**config.mk**
```make
export PLATFORM = sky130hd
export DESIGN_NAME = tick_calendar_and_quantum_timer
export DESIGN_NICKNAME = d
export VERILOG_FILES = /design/src/design/tcqt_pkg.sv /design/src/design/tick_calendar_and_quantum_timer.sv
export SDC_FILE = /design/constraint.sdc
export NUM_CORES = 1
export LEC_CHECK = 0
export BUFFER_PORTS_ARGS = -buffer_cell sky130_fd_sc_hd__buf_4
export CAP_MARGIN = 25
export CORE_MARGIN = 4
export CORE_UTILIZATION = 55
export DETAILED_ROUTE_END_ITERATION = 16
export GPL_ROUTABILITY_DRIVEN = 1
export PLACE_DENSITY = 0.75
export REMOVE_ABC_BUFFERS = 1
export SKIP_CTS_REPAIR_TIMING = 1
export SLEW_MARGIN = 20
export SYNTH_ARGS = -nofsm -noshare
export SYNTH_HDL_FRONTEND = slang
export SYNTH_SLANG_ARGS = --single-unit
```
**constraint.sdc**
```tcl
create_clock -name clk -period 10.88 [get_ports clk]
set_clock_uncertainty 0.15 [all_clocks]
set_input_delay 3.264 -clock clk [delete_from_list [all_inputs] [get_ports clk]]
set_output_delay 3.264 -clock clk [all_outputs]
set_load 0.005 [all_outputs]
```
**src/design/tcqt_pkg.sv**
```systemverilog
package tcqt_pkg;

	// Request opcodes
	localparam logic OP_TICK = 1'b0;
	localparam logic OP_LOAD = 1'b1;

	// Configuration register indexes
	localparam logic [0:0] CFG_TICK_MILLIS = 1'd0;
	localparam logic [0:0] CFG_MIN_QUANTUM = 1'd1;

	// Reset values
	localparam logic [9:0]  TICK_MILLIS_RST = 10'd10;
	localparam logic [15:0] MIN_QUANTUM_RST = 16'd0;
	localparam logic [15:0] YEAR_RST        = 16'd2000;
	localparam logic [3:0]  MONTH_RST       = 4'd1;
	localparam logic [4:0]  DAY_RST         = 5'd1;

	// Calendar limits
	localparam logic [10:0] MS_PER_SEC  = 11'd1000;
	localparam logic [9:0]  MILLI_MAX   = 10'd999;
	localparam logic [6:0]  SEC_LIMIT   = 7'd60;
	localparam logic [6:0]  MIN_LIMIT   = 7'd60;
	localparam logic [5:0]  HOUR_LIMIT  = 6'd24;
	localparam logic [4:0]  MONTH_LAST  = 5'd12;
	localparam logic [16:0] SCHED_BIAS  = 17'd10;

	// Divisibility by 25: y * inv(25) mod 2^16 falls at or below 65535/25 exactly
	// when y is a multiple of 25.
	localparam logic [15:0] INV25      = 16'd23593;
	localparam logic [15:0] DIV25_MAX  = 16'd2621;

	typedef struct packed {
		logic [15:0] year;
		logic [3:0]  month;
		logic [4:0]  day;
		logic [4:0]  hour;
		logic [5:0]  minute;
		logic [5:0]  second;
		logic [9:0]  milli;
	} tod_t;

	typedef struct packed {
		logic [31:0] uptime_ms;
		tod_t        tod;
		logic        schedule_now;
	} res_t;

	// Gregorian rule: multiple of 400, or of 4 but not of 100
	function automatic logic is_leap(input logic [15:0] y);
		logic [15:0] prod;
		logic        div25;
		prod  = 16'(y * INV25);
		div25 = (prod <= DIV25_MAX);
		return ((y[3:0] == 4'd0) && div25) || ((y[1:0] == 2'd0) && !div25);
	endfunction

	// Month length; codes outside 1..12 count as 31 days
	function automatic logic [4:0] days_in_month(input logic [3:0] m, input logic leap);
		logic [4:0] d;
		case (m) inside
			4'd2:                    d = leap ? 5'd29 : 5'd28;
			4'd4, 4'd6, 4'd9, 4'd11: d = 5'd30;
			default:                 d = 5'd31;
		endcase
		return d;
	endfunction

endpackage

```
**src/design/tick_calendar_and_quantum_timer.sv**
```systemverilog
// Tick-driven calendar clock with a 32-bit uptime counter and a scheduler
// quantum timer. Each request is either a tick (op = OP_TICK), which adds
// tick_millis to uptime, to the scheduler count and to the millisecond field
// and carries one second at most through the Gregorian calendar, or a load
// (op = OP_LOAD), which writes the whole date and time. Every request gives one
// result with the state after the update; schedule_now is set on the tick that
// brings the scheduler count to min_quantum + 10 or more, which clears the count.
// After reset the time is 2000-01-01 00:00:00.000, uptime 0, tick_millis 10,
// min_quantum 0. One request is taken every cycle while in_stall is low; the whole
// update, a single 16-bit multiply for the leap test plus the carry chain, is
// combinational and registered into the state and result registers. A two-entry
// output (result register plus skid) keeps the input open for one more request
// while a result is stalled; input stall rises only when both entries are full.
module tick_calendar_and_quantum_timer (
	input  logic        clk,
	input  logic        arst_n,
	// configuration
	input  logic        cfg_we,
	input  logic [0:0]  cfg_index,
	input  logic [15:0] cfg_data,
	// request channel
	input  logic        in_valid,
	output logic        in_stall,
	input  logic        op,
	input  logic [15:0] set_year,
	input  logic [3:0]  set_month,
	input  logic [4:0]  set_day,
	input  logic [4:0]  set_hour,
	input  logic [5:0]  set_minute,
	input  logic [5:0]  set_second,
	input  logic [9:0]  set_milli,
	// result channel
	output logic        out_valid,
	input  logic        out_stall,
	output logic [31:0] uptime_ms,
	output logic [15:0] cur_year,
	output logic [3:0]  cur_month,
	output logic [4:0]  cur_day,
	output logic [4:0]  cur_hour,
	output logic [5:0]  cur_minute,
	output logic [5:0]  cur_second,
	output logic [9:0]  cur_milli,
	output logic        schedule_now
);
	import tcqt_pkg::*;

	// configuration and state
	logic [9:0]  tick_millis_q;
	logic [15:0] min_quantum_q;
	logic [31:0] uptime_q;
	logic [16:0] sched_q;
	tod_t        tod_q;

	// output entries
	logic        out_valid_q;
	res_t        out_q;
	logic        skid_valid_q;
	res_t        skid_q;

	// next-state signals
	logic        acc;
	logic        out_take;
	tod_t        tod_nxt;
	logic [31:0] uptime_nxt;
	logic [16:0] sched_nxt;
	logic [16:0] sched_sum;
	logic        pulse;
	logic [10:0] milli_sum;
	logic [10:0] milli_rem;
	logic [6:0]  sec_inc;
	logic [6:0]  min_inc;
	logic [5:0]  hour_inc;
	logic [5:0]  day_inc;
	logic [4:0]  mon_inc;
	logic [4:0]  dim;
	res_t        res;

	assign in_stall = skid_valid_q;
	assign acc      = in_valid && !skid_valid_q;
	assign out_take = out_valid_q && !out_stall;

	// field increments at full width, compared before truncation
	assign milli_sum = {1'b0, tod_q.milli} + {1'b0, tick_millis_q};
	assign milli_rem = milli_sum - MS_PER_SEC;
	assign sec_inc   = {1'b0, tod_q.second} + 7'd1;
	assign min_inc   = {1'b0, tod_q.minute} + 7'd1;
	assign hour_inc  = {1'b0, tod_q.hour} + 6'd1;
	assign day_inc   = {1'b0, tod_q.day} + 6'd1;
	assign mon_inc   = {1'b0, tod_q.month} + 5'd1;
	assign dim       = days_in_month(tod_q.month, is_leap(tod_q.year));
	assign sched_sum = sched_q + {7'd0, tick_millis_q};

	// update for one request
	always_comb begin
		tod_nxt    = tod_q;
		uptime_nxt = uptime_q;
		sched_nxt  = sched_q;
		pulse      = 1'b0;
		if (op == OP_LOAD) begin
			tod_nxt.year   = set_year;
			tod_nxt.month  = set_month;
			tod_nxt.day    = set_day;
			tod_nxt.hour   = set_hour;
			tod_nxt.minute = set_minute;
			tod_nxt.second = set_second;
			tod_nxt.milli  = set_milli;
		end else begin
			uptime_nxt = uptime_q + {22'd0, tick_millis_q};
			// millisecond field; one second carried at most, leftover clamps
			if (milli_sum >= MS_PER_SEC) begin
				tod_nxt.milli = (milli_rem > {1'b0, MILLI_MAX}) ? MILLI_MAX : milli_rem[9:0];
				if (sec_inc < SEC_LIMIT) begin
					tod_nxt.second = sec_inc[5:0];
				end else begin
					tod_nxt.second = 6'd0;
					if (min_inc < MIN_LIMIT) begin
						tod_nxt.minute = min_inc[5:0];
					end else begin
						tod_nxt.minute = 6'd0;
						if (hour_inc < HOUR_LIMIT) begin
							tod_nxt.hour = hour_inc[4:0];
						end else begin
							tod_nxt.hour = 5'd0;
							if (day_inc <= {1'b0, dim}) begin
								tod_nxt.day = day_inc[4:0];
							end else begin
								tod_nxt.day = DAY_RST;
								if (mon_inc <= MONTH_LAST) begin
									tod_nxt.month = mon_inc[3:0];
								end else begin
									tod_nxt.month = MONTH_RST;
									tod_nxt.year  = tod_q.year + 16'd1;
								end
							end
						end
					end
				end
			end else begin
				tod_nxt.milli = milli_sum[9:0];
			end
			// scheduler quantum
			if (sched_sum >= ({1'b0, min_quantum_q} + SCHED_BIAS)) begin
				sched_nxt = 17'd0;
				pulse     = 1'b1;
			end else begin
				sched_nxt = sched_sum;
			end
		end
	end

	assign res.uptime_ms    = uptime_nxt;
	assign res.tod          = tod_nxt;
	assign res.schedule_now = pulse;

	// configuration and timekeeping state
	always_ff @(posedge clk or negedge arst_n) begin
		if (!arst_n) begin
			tick_millis_q <= TICK_MILLIS_RST;
			min_quantum_q <= MIN_QUANTUM_RST;
			uptime_q      <= 32'd0;
			sched_q       <= 17'd0;
			tod_q.year    <= YEAR_RST;
			tod_q.month   <= MONTH_RST;
			tod_q.day     <= DAY_RST;
			tod_q.hour    <= 5'd0;
			tod_q.minute  <= 6'd0;
			tod_q.second  <= 6'd0;
			tod_q.milli   <= 10'd0;
		end else begin
			if (cfg_we) begin
				case (cfg_index)
					CFG_TICK_MILLIS: tick_millis_q <= cfg_data[9:0];
					CFG_MIN_QUANTUM: min_quantum_q <= cfg_data;
					default: ;
				endcase
			end
			if (acc) begin
				uptime_q <= uptime_nxt;
				sched_q  <= sched_nxt;
				tod_q    <= tod_nxt;
			end
		end
	end

	// output entry valid flags
	always_ff @(posedge clk or negedge arst_n) begin
		if (!arst_n) begin
			out_valid_q  <= 1'b0;
			skid_valid_q <= 1'b0;
		end else begin
			if (!out_valid_q || out_take) begin
				out_valid_q  <= skid_valid_q || acc;
				skid_valid_q <= 1'b0;
			end else if (acc) begin
				skid_valid_q <= 1'b1;
			end
		end
	end

	// output entry payloads
	always_ff @(posedge clk) begin
		if (!out_valid_q || out_take) begin
			out_q <= skid_valid_q ? skid_q : res;
		end else if (acc) begin
			skid_q <= res;
		end
	end

	assign out_valid    = out_valid_q;
	assign uptime_ms    = out_q.uptime_ms;
	assign cur_year     = out_q.tod.year;
	assign cur_month    = out_q.tod.month;
	assign cur_day      = out_q.tod.day;
	assign cur_hour     = out_q.tod.hour;
	assign cur_minute   = out_q.tod.minute;
	assign cur_second   = out_q.tod.second;
	assign cur_milli    = out_q.tod.milli;
	assign schedule_now = out_q.schedule_now;

`ifndef SYNTH
	// skid entry only fills behind a held result
	a_skid_behind_out: assert property (@(posedge clk) disable iff (!arst_n)
		skid_valid_q |-> out_valid_q)
		else $error("skid entry valid with empty result register");

	// a load leaves uptime and scheduler count alone
	a_load_keeps_counters: assert property (@(posedge clk) disable iff (!arst_n)
		(acc && op == OP_LOAD) |=> ($stable(uptime_q) && $stable(sched_q)))
		else $error("load changed uptime or scheduler count");

	// an expired quantum restarts the count
	a_pulse_clears_sched: assert property (@(posedge clk) disable iff (!arst_n)
		(acc && pulse) |=> (sched_q == 17'd0))
		else $error("scheduler count not cleared after pulse");

	// in-range ticks keep the millisecond field in range
	a_milli_in_range: assert property (@(posedge clk) disable iff (!arst_n)
		(acc && op == OP_TICK && tod_q.milli <= MILLI_MAX
			&& {1'b0, tick_millis_q} <= MS_PER_SEC) |=> (tod_q.milli <= MILLI_MAX))
		else $error("millisecond field left range on tick");
`endif

endmodule
```
==> results of run 1 <==
path summary, 6_finish.rpt:
| check | start | end | cells past startpoint |
|---|---|---|---|
| min reg2reg | sched_q[0]$_DFFE_PN0P_ | sched_q[0]$_DFFE_PN0P_ | 2 |
| max in group asynchronous | arst_n | tod_q[27]$_DFFE_PN1P_ | 3 |
| min in group asynchronous | arst_n | min_quantum_q[13]$_DFFE_PN0P_ | 1 |
| min | sched_q[0]$_DFFE_PN0P_ | sched_q[0]$_DFFE_PN0P_ | 2 |
| max reg2reg | tod_q[38]$_DFFE_PN0P_ | cur_year[6]$_DFFE_PN_ | 28 |
| max | tod_q[38]$_DFFE_PN0P_ | cur_year[6]$_DFFE_PN_ | 28 |
report_power, final:
| group | total [uW] | internal (uW) | switching [uW] | leakage [uW] |
|---|---|---|---|---|
| Combinational | 2440 | 1080 | 1370 | 0.00510 |
| Sequential | 1640 | 1460 | 181 | 0.00322 |
| Clock | 1160 | 702 | 456 | 0.000527 |
cells in the final DEF, fill, tap and decap left out, types with 8 or more instances in the layout:
master / instances
sky130_fd_sc_hd__a22oi_1: 9
sky130_fd_sc_hd__mux2_2: 83
sky130_fd_sc_hd__nand2_1: 189
sky130_fd_sc_hd__dfrtp_1: 118
sky130_fd_sc_hd__a21oi_1: 63
sky130_fd_sc_hd__mux2i_1: 12
sky130_fd_sc_hd__and2_1: 9
sky130_fd_sc_hd__nor3_1: 17
sky130_fd_sc_hd__and3_1: 27
sky130_fd_sc_hd__ha_1: 125
sky130_fd_sc_hd__inv_1: 96
sky130_fd_sc_hd__clkbuf_16: 31
sky130_fd_sc_hd__nand2b_1: 11
sky130_fd_sc_hd__nor2b_1: 23
sky130_fd_sc_hd__a31oi_1: 9
sky130_fd_sc_hd__nand3_1: 42
sky130_fd_sc_hd__a21o_1: 25
sky130_fd_sc_hd__a22o_1: 14
sky130_fd_sc_hd__o21ai_0: 124
sky130_fd_sc_hd__edfxtp_1: 170
sky130_fd_sc_hd__dfstp_2: 10
sky130_fd_sc_hd__a31o_2: 9
sky130_fd_sc_hd__nand4_1: 14
sky130_fd_sc_hd__a21boi_0: 11
sky130_fd_sc_hd__xnor2_1: 66
sky130_fd_sc_hd__o31ai_1: 26
sky130_fd_sc_hd__o21a_1: 8
sky130_fd_sc_hd__xor2_1: 46
sky130_fd_sc_hd__nor2_1: 107
sky130_fd_sc_hd__buf_4: 176
sky130_fd_sc_hd__fa_1: 21
sky130_fd_sc_hd__a211oi_1: 14
per-stage QoR:
| step | std cells | util, % |
|---|---|---|
| 3_5_place_dp | 2239 | 60.5 |
| 3_3_place_gp | 2239 | 60.4 |
| 2_1_floorplan | 1622 | - |
| 6_report | 2299 | 64.0 |
| 4_1_cts | 2295 | 63.9 |
| 5_1_grt | 2299 | 64.0 |
layer usage:
metal  track usage [%]  vias to the layer above
li1                  -                     6425
met3              3.34                       70
met2              39.6                      362
met5                 0                        -
met1              31.5                     6534
met4              7.01                        0
sequential cells by signal, summed over array words and instances (netlist names), 4 cells and up:
signal and cells:
cur_year 16, uptime_ms 32, skid_q 85, tod_q 52, cur_minute 6, cur_month 4
cur_second 6, cur_day 5, cur_hour 5, min_quantum_q 16, uptime_q 32, tick_millis_q 10
cur_milli 10, sched_q 17
cell type report:
class	instances	area share, %
clock inverters	20	1.44
repair buffers	177	6.49
flip-flops and latches	299	40.2
multi-input cells	1226	43.5
diodes	2	0.0241
inverters	97	1.75
clock buffers	36	3.92
well taps	442	2.66
tightest hold or removal path: stages (launching register included):
cell	delay (ps)
sky130_fd_sc_hd__dfrtp_1	340
sky130_fd_sc_hd__nand2_1	50
sky130_fd_sc_hd__o31ai_1	50
cell families after synthesis:
family | count (synthesis) | synth area share [%]
multiplexers | 95 | 5.85
adder cells (fa/ha/maj) | 146 | 11.0
flip-flops | 299 | 46.3
buffers and inverters | 178 | 3.75
AND/OR/NAND/NOR | 478 | 12.4
AO/OA/AOI/OAI | 395 | 15.3
XOR/XNOR | 112 | 5.44
==> run summary, run 1 <==
* 189 um — x dimension of the die
* 3470 ps — worst reg-to-reg setup slack
* 189 um — Die Ht
* 135 MHz — f_max
* 30.6% — Relative slew margins
* 22 — maximum fanout encountered on the critical timing path
* 0 — DRC errors left
* 29.8 mm — DP Wirelength
* 252 nW/um^2 — areal power density over the cells
* 30 — number of buffers created by CTS
* 0 — global-route congestion overflow total
* 330 ps — Post-Route Hold Slack
* sky130_fd_sc_hd__nand2_1 — dominant cell by count in the synthesized netlist
* 43.1% — share of synthesized flip-flops with an asynchronous set or reset
* 77 — number of distinct library cells after synthesis
* 3 — Buf+Inv Stages, Crit Path
* 299 — number of storage elements in the synthesis netlist
* 35700 sq um — full die area
* 42.8 mm — WL final
* 7540 ps — CP arrival
* 1040 ps — worst slew pin tran
* 55.6% — effective utilization at floorplan
* 1004 — count of routing violations after the opening detailed-route iteration
* 69.0 mm — global-route wire length before repair
* 7410 ps — minimum clock period
* 0 — Final setup viols
* 15.2% — Area Growth Syn to Fin
* 20800 sq um — Design Area, Final
* 2.28 mm — wire length on met3
* 18.6 um — per-cell routed wire length
* 7 — detailed-router iteration count before antenna repair
* 0 — Final Hold Viols
* 0 — max-cap check violation count
* met4 — uppermost layer routed
* 10.6 sq um — syn avg cell area
* 2052 — net count of the finished layout
* 2 — antenna violations before repair
* 28.3% — area share of the largest cell type after synthesis
* 0.00885 uW — Leakage Power
* 2588 — number of fill cells in the layout
* 162 — boundary pin count
* flip-flop to flip-flop — startpoint-to-endpoint class of the critical path
* 19.0 mm — detailed-route wire length on metal 1
* 170 — number of flops mapped to enable cells by yosys
* sky130_fd_sc_hd__clkbuf_16 — root cell of the clock tree
* 18000 sq um — post-synthesis instance area
* 299 — # clock sinks
* 750 ps — delay of the slowest critical-path stage
* 19.2% — share of final-layout standard cells stronger than drive strength 1
* 560 ps — Clock Latency Late Sink
* 19600 sq um — Placed Instance Area
* flip-flop to flip-flop — classification of the worst-slack hold path
* 0 — number of warnings reported in the yosys synthesis log
* false — setup repair after global routing missed its margin
* 0.395 mV — worst-case vdd ir drop
* flip-flop — critical path startpoint category
* 8350 sq um — area taken by flip-flops and latches
* 32500 sq um — Core Box Area
* finished, final reports clean — run status
* 20.4 mm — met2 routed wirelength
* sky130_fd_sc_hd__edfxtp_1 — area leader, netlist
* 3480 ps — Placement Setup Slack
* sky130_fd_sc_hd__edfxtp_1 — leading register cell type out of synthesis
* 0 ps — Final TNS setup
* 0 — number of routed nets with antenna violations
* 60 ps — clock-pin slew on the worst setup and hold paths
* 9040 sq um — multi-input gate area in the final layout
* 11010 ps — endpoint required time on the critical path
* 1703 — Mapped Cells
* 5.82 — average vias per placed instance
* 3 — maximum clock insertion buffer count
* sky130_fd_sc_hd__a211oi_4 — master of the slowest instance on the critical path
* 190 x sky130_fd_sc_hd__nand2_1, 170 x sky130_fd_sc_hd__edfxtp_1, 125 x sky130_fd_sc_hd__ha_1, 124 x sky130_fd_sc_hd__o21ai_0, 119 x sky130_fd_sc_hd__dfrtp_1 — most used standard cells in the synthesized netlist
* 46.3% — share of synthesized area occupied by flip-flops and latches
* 3470 ps — Final WS setup
* yes — TritonCTS clock tree
* 68.1% — post-route clock period utilization
* 161 — # port buffers
* 13400 — vias after detailed routing
* 1 — H-tree depth
* 0 — number of pins exceeding their max-slew limit in the final report
* adder cells — cell type group with the largest total delay on the critical path
* 5240 uW — total power of the final layout
* 75 — maximum number of pins on one net before global-route repair
* 0.874 — final weighted congestion in routability-driven placement
* flip-flop — element type at the critical path end
* 23.4% — GRT Resource Usage Total
* 13400 — number of global-route vias before repair
* 66 — row count
* sky130_fd_sc_hd__edfxtp_1 28%, sky130_fd_sc_hd__dfrtp_1 17%, sky130_fd_sc_hd__ha_1 8.7% — top cells by area in the synthesized netlist
(Power assumes the default switching activity.)
==> run 2: changes to the inputs <==
Clock period 10.88 ns to 7.03 ns, I/O delays scaled along.
==> run summary, run 2 (synthesis results as in run 1) <==
* finished, final reports clean — run status
* 0 ps — Final TNS setup
* 162 — boundary pin count
* 23.5% — GRT Resource Usage Total
* 198 x sky130_fd_sc_hd__buf_4, 186 x sky130_fd_sc_hd__nand2_1, 170 x sky130_fd_sc_hd__edfxtp_1, 124 x sky130_fd_sc_hd__o21ai_0, 122 x sky130_fd_sc_hd__ha_1 — highest-count cells in the layout ignoring fill and taps
* 6990 ps — CP arrival
* 146 MHz — f_max
* 6 — maximum fanout encountered on the critical timing path
* 2254 — DP Cell Count
* sky130_fd_sc_hd__clkbuf_16 — root cell of the clock tree
* 189 um — Die Ht
* 1085 — count of routing violations after the opening detailed-route iteration
* 21.1% — clock group share of total power
* 299 — # clock sinks
* 1050 ps — worst slew pin tran
* 1 — H-tree depth
* 4950 uW — cell-internal power
* 13700 — vias after detailed routing
* 30.1 mm — DP Wirelength
* 560 ps — Clock Latency Late Sink
* 29 — worst-case reg-to-reg path depth
* sky130_fd_sc_hd__dfstp_2 — master of the slowest instance on the critical path
* sched_q[0]$_DFFE_PN0P_ — startpoint of the worst hold path
* 0.00899 uW — Leakage Power
* 189 um — x dimension of the die
* 0 — global-route congestion overflow total
* 38.6% — switching part of the total
* 75 — maximum number of pins on one net before global-route repair
* 5.89 — average vias per placed instance
* 21.4% — share of final-layout standard cells stronger than drive strength 1
* 4 — Buf+Inv Stages, Crit Path
* 66 — row count
* 2325 — post-layout instance count excluding filler cells
* flip-flop to flip-flop — classification of the worst-slack hold path
* 6840 ps — minimum clock period
* 0 — max-cap check violation count
* 69.4 mm — global-route wire length before repair
* 6 — detailed-router iteration count before antenna repair
* flip-flop to flip-flop — startpoint-to-endpoint class of the critical path
* cur_year[7]$_DFFE_PN_ — destination of the worst register-to-register timing path
* 0 — number of routed nets with antenna violations
* 85 — flip-flop count of the largest register after layout
* 580 ps — delay of the slowest critical-path stage
* 190 ps — worst reg-to-reg setup slack
* 0 — number of diodes
* flip-flop — critical path startpoint category
* 0 — Final setup viols
* 0.861 — final weighted congestion in routability-driven placement
* 7190 ps — endpoint required time on the critical path
* 18.8 um — per-cell routed wire length
* 0 — DRC errors left
* 13400 — number of global-route vias before repair
* 0.583 mV — worst-case vdd ir drop
* sky130_fd_sc_hd__buf_4 — leading cell type in the layout, fill and taps excluded
* 47.6% — share of power burned in combinational logic
* 0 — number of pins exceeding their max-slew limit in the final report
* 55.6% — effective utilization at floorplan
* 35700 sq um — full die area
* 3 — maximum clock insertion buffer count
* skid_q — Biggest register
* 31 — number of buffers created by CTS
* adder cells — cell type group with the largest total delay on the critical path
* 29.5% — Relative slew margins
* yes — TritonCTS clock tree
* 31.3% — sequential share of power
* 3120 uW — P_sw
* 32500 sq um — Core Box Area
* 0 — antenna violations before repair
* flip-flop — element type at the critical path end
* skid_q (85), tod_q (52) — Top Registers
* 2 — Worst Hold Depth
* tod_q[45]$_DFFE_PN1P_ — origin of the critical flop-to-flop path
* 60 ps — clock-pin slew on the worst setup and hold paths
* 17.0% — Area Growth Syn to Fin
* sched_q[0]$_DFFE_PN0P_ — sink of the worst hold path
* 0 — Final Hold Viols
* 2079 — net count of the finished layout
* 382 nW/um^2 — areal power density over the cells
* 161 — # port buffers
* 43.6 mm — WL final
* 97.2% — post-route clock period utilization
==> run 2: metal layers <==
layer | vias up | wire, um | GRT usage [%]
met4 | 0 | 1060 | 6.14
met5 | - | 0 | 0
met2 | 450 | 20600 | 39.1
met1 | 6686 | 19400 | 33.2
met3 | 96 | 2490 | 2.73
li1 | 6469 | - | -
==> run 2: area by class of cell <==
cell class / count / area (sq um)
fill: 2530 / 11300
inverter: 97 / 364
multi-input combinational: 1226 / 9180
clock inverter: 19 / 210
clock buffer: 39 / 847
sequential: 299 / 8350
tap: 442 / 553
timing repair buffer: 203 / 1600
==> run 2: tightest hold or removal path, cell delays in order, from the launching register on <==
cell,delay [ps]
sky130_fd_sc_hd__dfrtp_1,350
sky130_fd_sc_hd__nand2_1,50
sky130_fd_sc_hd__o31ai_1,50
==> run 2: metrics by stage <==
stage	utilization (%)	power (uW)	setup slack (ps)	hold slack [ps]	area, sq um
2_1_floorplan	-	5270	-1470	303	17700
3_3_place_gp	60.8	6200	188	315	19700
3_5_place_dp	60.8	6320	-39.8	324	19700
4_1_cts	64.1	8050	-77.6	338	20800
5_1_grt	65.0	8720	-163	356	21100
6_report	65.0	8070	195	336	21100
==> run 2: worst max-delay path by stage <==
stage	depth (start not counted)	startpoint	endpoint	slack, ps
final	29	tod_q[45]$_DFFE_PN1P_	cur_year[7]$_DFFE_PN_	190
after global routing	29	tod_q[45]$_DFFE_PN1P_	cur_year[7]$_DFFE_PN_	-160
after CTS	27	tod_q[38]$_DFFE_PN0P_	cur_year[0]$_DFFE_PN_	-80
after detailed placement	27	tod_q[38]$_DFFE_PN0P_	cur_year[1]$_DFFE_PN_	-40
after global placement	27	tod_q[38]$_DFFE_PN0P_	cur_year[1]$_DFFE_PN_	190
after floorplan	2	out_stall	skid_q[0]$_DFFE_PP_	-1470
==> run 2: power by group through the flow <==
stage / clock network, uW / registers [uW] / logic [uW]
3_5_place_dp: 0 / 2550 / 3770
4_1_cts: 1730 / 2520 / 3800
3_3_place_gp: 0 / 2530 / 3670
2_1_floorplan: 0 / 2500 / 2770
5_1_grt: 1810 / 2570 / 4350
6_report: 1700 / 2530 / 3840
